<file path="src/rtl/lptc_pkg.sv">
// shared types, constants and helpers for the lead point tracking controller
`default_nettype none
package lptc_pkg;

	// quarter-wave sine polynomial coefficients, Q30
	localparam logic [30:0] TrigA = 31'd1686629713;
	localparam logic [29:0] TrigB = 30'd688904866;
	localparam logic [26:0] TrigC = 27'd76016977;

	// config register indexes
	localparam int unsigned CfgIdxW = 2;
	typedef enum logic [CfgIdxW-1:0] {
		CFG_INV_LAMBDA_RATE   = 2'd0,
		CFG_INV_LEAD_DISTANCE = 2'd1
	} cfg_idx_t;

	localparam logic [31:0] InvReset = 32'd65536;

	// pipeline depth from start to result strobe
	localparam int unsigned Latency = 8;

	typedef struct packed {
		logic signed [31:0] pos_x;
		logic signed [31:0] pos_y;
		logic [15:0]        heading;
		logic signed [31:0] ref_x;
		logic signed [31:0] ref_y;
		logic signed [31:0] ref_dx;
		logic signed [31:0] ref_dy;
	} cmd_t;

	typedef struct packed {
		logic signed [31:0] speed_cmd;
		logic signed [31:0] turn_cmd;
	} res_t;

	// saturate a wide signed value to 32 bits
	function automatic logic signed [31:0] sat32(input logic signed [69:0] v);
		logic signed [69:0] hi_lim;
		logic signed [69:0] lo_lim;
		hi_lim = 70'sd2147483647;
		lo_lim = -70'sd2147483648;
		if (v > hi_lim) begin
			sat32 = 32'sh7fffffff;
		end else if (v < lo_lim) begin
			sat32 = 32'sh80000000;
		end else begin
			sat32 = v[31:0];
		end
	endfunction

endpackage
`default_nettype wire

</file>
<file path="src/rtl/lptc_sincos.sv">
// four-stage pipelined sine of a 16-bit angle, signed Q1.16 result
`default_nettype none
module lptc_sincos (
	input  wire logic               clk,
	input  wire logic [15:0]        angle,
	output logic signed [17:0]      sin_val
);
	import lptc_pkg::*;

	logic [14:0] u_c;
	logic [29:0] uu_c;
	logic [14:0] u_s1, u_s2, u_s3;
	logic [14:0] z2_s1, z2_s2;
	logic        neg_s1, neg_s2, neg_s3;
	logic [41:0] t1_c;
	logic [29:0] p_s2;
	logic [44:0] t2_c;
	logic [30:0] q_s3;
	logic [45:0] s_c;
	logic [32:0] rnd_c;
	logic [16:0] mag_c;

	// fold angle into the first quarter and square it
	always_comb begin
		if (angle[14]) begin
			u_c = 15'd16384 - {1'b0, angle[13:0]};
		end else begin
			u_c = {1'b0, angle[13:0]};
		end
		uu_c = 30'(u_c) * 30'(u_c);
	end

	// polynomial steps, one multiply each
	assign t1_c  = 42'(TrigC) * 42'(z2_s1);
	assign t2_c  = 45'(p_s2) * 45'(z2_s2);
	assign s_c   = 46'(q_s3) * 46'(u_s3);
	assign rnd_c = 33'(s_c[45:14]) + 33'd8192;
	assign mag_c = rnd_c[30:14];

	always_ff @(posedge clk) begin
		u_s1    <= u_c;
		z2_s1   <= uu_c[28:14];
		neg_s1  <= angle[15];
		u_s2    <= u_s1;
		z2_s2   <= z2_s1;
		neg_s2  <= neg_s1;
		p_s2    <= TrigB - t1_c[41:14];
		u_s3    <= u_s2;
		neg_s3  <= neg_s2;
		q_s3    <= TrigA - t2_c[44:14];
		sin_val <= neg_s3 ? -$signed({1'b0, mag_c}) : $signed({1'b0, mag_c});
	end

endmodule
`default_nettype wire

</file>
<file path="config.mk">
export PLATFORM = sky130hd
export DESIGN_NAME = lptc_sincos
export DESIGN_NICKNAME = d
export VERILOG_FILES = /design/src/rtl/lptc_pkg.sv /design/src/rtl/lptc_sincos.sv
export SDC_FILE = /design/constraint.sdc
export NUM_CORES = 2
export LEC_CHECK = 0
export CORE_MARGIN = 8
export CORE_UTILIZATION = 40
export DETAILED_ROUTE_END_ITERATION = 16
export DONT_BUFFER_PORTS = 1
export GPL_TIMING_DRIVEN = 0
export PLACE_DENSITY = 0.54
export SYNTH_ARGS = -nofsm -noshare
export SYNTH_HDL_FRONTEND = slang
export SYNTH_SLANG_ARGS = --single-unit
</file>
<file path="constraint.sdc">
create_clock -name clk -period 11.3 [get_ports clk]
set_input_delay 0.565 -clock clk [delete_from_list [all_inputs] [get_ports clk]]
set_output_delay 0.565 -clock clk [all_outputs]
set_load 0.01 [all_outputs]
</file>
* After elaboration in Yosys (flattened, before gate mapping)
Cells that the tools add are included.
** Operators by class
- $mul :: 4
- Order comparisons :: 0
- Eq/ne operators :: 0
- Reduce and logical (&&, ||, !) cells :: 0
- Shifts and indexed selects :: 0
- Bitwise logic cells :: 0
- Mux-type cells :: 2
- Divide/modulo/power cells :: 0
- Add/subtract/negate cells :: 5
** Operators with widths (number)
- $mul 30x15->45 :: 1
- $mul 31x15->45 :: 1
- $mul 27x15->42 const A :: 1
- $add 31x14->31 const B :: 1
- $sub 31x31->31 const A :: 1
- $sub 30x28->30 const A :: 1
- $mul 15x15->29 :: 1
- $neg 17->18 :: 1
- $mux 17 :: 1
- $mux 15 :: 1
- $sub 15x14->15 const A :: 1
** Word-level totals
- Bits in latches :: 0
- Output and inout bits :: 18
- Memory bits (read-only) :: 0
- Memories :: 0
- Register bits :: 157
- Word-level logic and storage cells :: 23
- RAM bits :: 0

* Logic depth before layout (Yosys ltp)
- Depth in word-level cells :: 4
- Gate-level depth with buffers :: 33
- Gate-level depth less buffers :: 32

* Worst setup path before layout
Ideal clock, no wire load.
- Kind :: input to register
- Start point :: input angle[0]
- End point :: register z2_s1[14]
- Stages on the path :: 30
- Path slack :: 2.665 ns
- Data arrival time :: 8.563 ns
- Library setup time :: 0.072 ns
- Buffers on the path :: 2
- Data required time :: 11.228 ns
- Cells stage by stage :: clkbuf_1 -> inv_1 -> ha_1 -> nand2b_1 -> or4_1 -> or3_1 -> or4b_2 -> clkbuf_1 -> inv_1 -> nand2_1 -> fa_1 -> inv_1 -> fa_1 -> fa_1 -> inv_1 -> fa_1 -> inv_1 -> fa_1 -> fa_1 -> ha_1 -> and3_1 -> a31oi_1 -> o211ai_1 -> a31o_2 -> o41a_1 -> and4_1 -> a2111oi_0 -> o21bai_1 -> a21oi_1 -> xnor2_1
** Between the ends
- Cells in the longest elaborated chain, start to end :: 3
** RTL lines
- start: declaration :: line lptc_sincos.sv:5 : input wire logic [15:0] angle,
- $sub 15x14->15 :: line lptc_sincos.sv:26 : u_c = 15'd16384 - {1'b0, angle[13:0]};
- $mux 15 :: line lptc_sincos.sv:25 : if (angle[14]) begin
- net u_c[14] :: line lptc_sincos.sv:10 : logic [14:0] u_c;
- $mul 15x15->29 :: line lptc_sincos.sv:30 : uu_c = 30'(u_c) * 30'(u_c);
- net uu_c[28] :: line lptc_sincos.sv:11 : logic [29:0] uu_c;
- end signal: assignment :: line lptc_sincos.sv:42 : z2_s1 <= uu_c[28:14];
- end: declaration :: line lptc_sincos.sv:13 : logic [14:0] z2_s1, z2_s2;
The timed path passes the listed nets, and every way through them passes these cells.
A chain may end at the register's enable or synchronous reset.

* Worst setup path in the final report
- Start point :: input angle[0]
- End point :: register z2_s1[14]
** Between the ends
- Cells in the longest elaborated chain, start to end :: 3
** RTL lines (line)
- $sub 15x14->15 :: lptc_sincos.sv:26
- $mux 15 (*) :: lptc_sincos.sv:25
- $mul 15x15->29 (*) :: lptc_sincos.sv:30
- net uu_c[28] :: lptc_sincos.sv:11
The timed path passes the listed nets; every way through them passes the cells marked *.

==> summary.md <==
| Metric | Value |
|---|---|
| Outcome | `complete, no violations` |
| Initial antenna violation count | `7` |
| Post-synth EDFFs | `0` |
| Synth Warn # | `0` |
| Clock skew | `~0.0097 ns` |
| Placed cell area | `around 0.047 mm^2` |
| Hold Slack | `0.1061 ns` |
| DIE AREA | `around 0.12 mm^2` |
| Fraction of registers with async set/reset | `0%` |
| Synth top area share | `roughly 44%` |
| Drt via density | `about 5` |
| Final Cell Area | `approximately 0.048 mm^2` |
| Max capacitance violation total | `0` |
| Setup crit start kind | `primary input` |
| Placement Setup Slack | `~0.91 ns` |
| Total gr overflow | `0` |
| Largest net degree at the start of global routing | `20` |
| Setup Buffers After CTS | `0` |
| Setup tns final | `0 ns` |
| Total Routing Usage GR | `between 10% and 20%` |
| Share of the clock period used by the worst path | `between 80 and 90%` |
| Post-Route WL | `between 100 and 150 mm` |
| CP max stage delay | `about 0.98 ns` |
| Chip Width | `about 350 um` |
| Register Area | `approximately 0.0031 mm^2` |
| Antenna viol nets, final | `0` |
| RR Endpoint | `sin_val[17]` |
| DR vias | `between 30000 and 40000` |
| Num rows | `roughly 120` |
| Clock Latency Late Sink | `between 0.4 and 0.5 ns` |
| RSZ-0062 raised after global routing | `no` |
| Least-Margin Pin Slew | `roughly 1.3 ns` |
| Fin. max-slew vios | `0` |
| Setup Crit Path Kind | `primary input to flip-flop` |
| Cell mode on critical path | `fa_1` |
| Die Ht | `about 350 um` |
| Placer congestion estimate | `between 0.9 and 1` |
| Max transition margin | `15.20%` |
| CTS resizes | `0` |
| Dpl hpwl | `between 100 and 150 mm` |
| Flops & latches, synth | `around 160` |
| Met3 GRT Util | `about 2.7%` |
| Worst EP required | `11.72 ns` |
| Slowest-stage cell, CP | `xor2_1` |
| Hold Path End | `neg_s1` |
| Met2 Use GR | `between 30% and 40%` |
| First-pass GRT wire length | `just under 200 mm` |
| Worst-case reg-to-reg path depth | `26` |
| Crit. End Element | `flip-flop` |
| Clk pin slew, worst setup/hold paths | `about 0.080 ns` |
| # clock sinks | `between 150 and 200` |
| Initial core utilization | `about two fifths` |
| Mapped cell area | `between 0.04 and 0.05 mm^2` |
| Clk root buf | `clkbuf_16` |
| Arrival @ worst endpoint | `between 10 and 15 ns` |
| Hold buffers post-CTS | `0` |
| H-tree levels | `4` |
| Yosys cell types | `between 100 and 150` |
| Total CTS buffers | `17` |
| Min Tclk post-route | `9.907 ns` |
| Max Fclk | `approximately 100 MHz` |
| Number of global-route vias before repair | `between 30000 and 40000` |
| Routed wire length per instance | `between 15 and 20 um` |
| Sequential cell area fraction in the yosys report | `under 10%` |
| Post-route setup slack | `roughly 1.4 ns` |
| Port buffer count | `0` |
| Top cells by area, synth | `fa_1, ha_1, inv_1, dfxtp_1, and2_1` |
| HP Start | `angle[15]` |
| Total core area | `around 0.11 mm^2` |
| Reg2reg start | `u_s3[0]` |
| GRT busiest layer | `met2` |
| Filler cell count in the final layout | `11360` |
| Final setup fails | `0` |
| Nets@finish | `roughly 6400` |
| Cell taking the most area after synthesis | `fa_1` |
| Final hold viol count | `0` |
| Syn avg cell area | `just over 9 um^2` |
| TritonCTS clock tree | `built` |
| Ports | `35` |
| R2r setup slk | `around 1.9 ns` |
| Drt pass-1 iters | `7` |
| Maximum fanout along the worst path | `10` |
| Initial DRC Count | `1852` |
| Worst Hold Class | `primary input to flip-flop` |
| Maximum clock path buffer count | `2` |
| Most used DFF post-synth | `dfxtp_1` |
| Area growth syn-to-layout | `5.605%` |
| Ratio of cells with drive above 1 in the final layout | `2.037%` |
| Syn Inst Count | `a little under 5000` |
| Area occupied by multi-input gates | `between 0.03 and 0.04 mm^2` |
| M1 GR Usage | `between 20% and 30%` |
| DRC | `0` |
| WHS Path Cells | `0` |
[cell usage in the layout (no fill, tap or decap), types with 6 or more instances in the layout]
cell / n
nand3_1: 36
a31o_2: 7
xnor2_1: 108
o21ai_0: 62
and3_1: 20
o21bai_1: 16
and4_1: 10
nand2b_1: 15
mux2i_1: 7
fa_1: 990
nand4_1: 20
a31oi_1: 9
clkbuf_16: 17
a21oi_1: 93
o21ai_1: 15
nor2_1: 143
nand2_1: 636
clkbuf_1: 189
nor4_1: 12
o31a_1: 10
or2_2: 11
nand3b_1: 8
dfxtp_1: 157
and2_1: 434
ha_1: 440
nor2b_1: 14
inv_1: 1049
or3_1: 26
o31ai_1: 11
a211oi_1: 21
o211a_1: 8
conb_1: 10
a21o_1: 54
nor3_1: 45
o21a_1: 27
o211ai_1: 15
a211o_1: 6
xor2_1: 62
or4_1: 9
[sequential cells by signal (all words and copies together), names as in the netlist, 15 cells and up]
signal,count
p_s2,30
q_s3,31
sin_val,18
u_s1,15
u_s2,15
u_s3,15
z2_s1,15
z2_s2,15
[worst max-delay path by stage]
| stage | start | to | slack (ns) |
|---|---|---|---|
| final | angle[0] | z2_s1[14] | 1.39 |
| after global routing | angle[0] | z2_s1[14] | 0.85 |
| after CTS | angle[0] | z2_s1[14] | 1.44 |
| after detailed placement | angle[0] | z2_s1[14] | 0.91 |
| after global placement | angle[0] | z2_s1[14] | 1.02 |
| after floorplan | angle[0] | z2_s1[14] | 2.67 |
[stage by stage]
| stage | utilization, % | instances |
|---|---|---|
| after floorplan | - | 4927 |
| after global placement | 41.97 | 6427 |
| after detailed placement | 41.98 | 6427 |
| after CTS | 42.52 | 6459 |
| after global routing | 42.52 | 6459 |
| final | 42.53 | 6462 |
[worst max-delay path, delay by kind of cell]
family	cells	cell delay [ns]
AOI/OAI and AO/OA	8	2.36
buffers and inverters	6	1.31
xor gates and xnor gates	2	1.11
adders and majority gates	8	3.49
and+or+nand+nor	7	1.49
[area by class of cell]
| type | instances | area share, % |
|---|---|---|
| clock buffers | 17 | 0.8903 |
| plain buffers | 192 | 1.527 |
| well taps | 1500 | 3.928 |
| clock inverters | 15 | 0.3954 |
| inverters | 1054 | 8.280 |
| flip-flops and latches | 157 | 6.578 |
| diodes | 3 | 0.01571 |
| multi-input cells | 3524 | 78.39 |
[cell families after synthesis]
kind of cell             count (synthesis)  share of synthesized area [%]
flip-flops                             157                          6.947
adder cells (fa/ha/maj)               1431                          56.00
buffers and inverters                 1246                          10.36
multiplexers                             7                         0.1549
AND/OR/NAND/NOR                       1471                          16.20
XOR/XNOR                               173                          3.382
other                                    2                        0.01660
AO/OA/AOI/OAI                          432                          6.947
[synthesized netlist by cell type, types with 62 or more instances]
cell         n
nor2_1     143
ha_1       440
xnor2_1    109
inv_1     1049
and2_1     434
clkbuf_1   189
dfxtp_1    157
fa_1       990
o21ai_0     62
a21oi_1     93
xor2_1      62
nand2_1    636
[metal layers]
layer / part of all wire, % / routed length [um] / vias to the layer above
met5: 0.012 / 15 / -
met4: 1.5 / 1865 / 2
met3: 5.4 / 6488 / 107
met2: 46 / 55800 / 742
li1: - / - / 15030
met1: 47 / 56280 / 16540
Power is left out: the tool's default activity adds up to more than one toggle a clock period on the data nets, which glitch-free logic cannot reach.
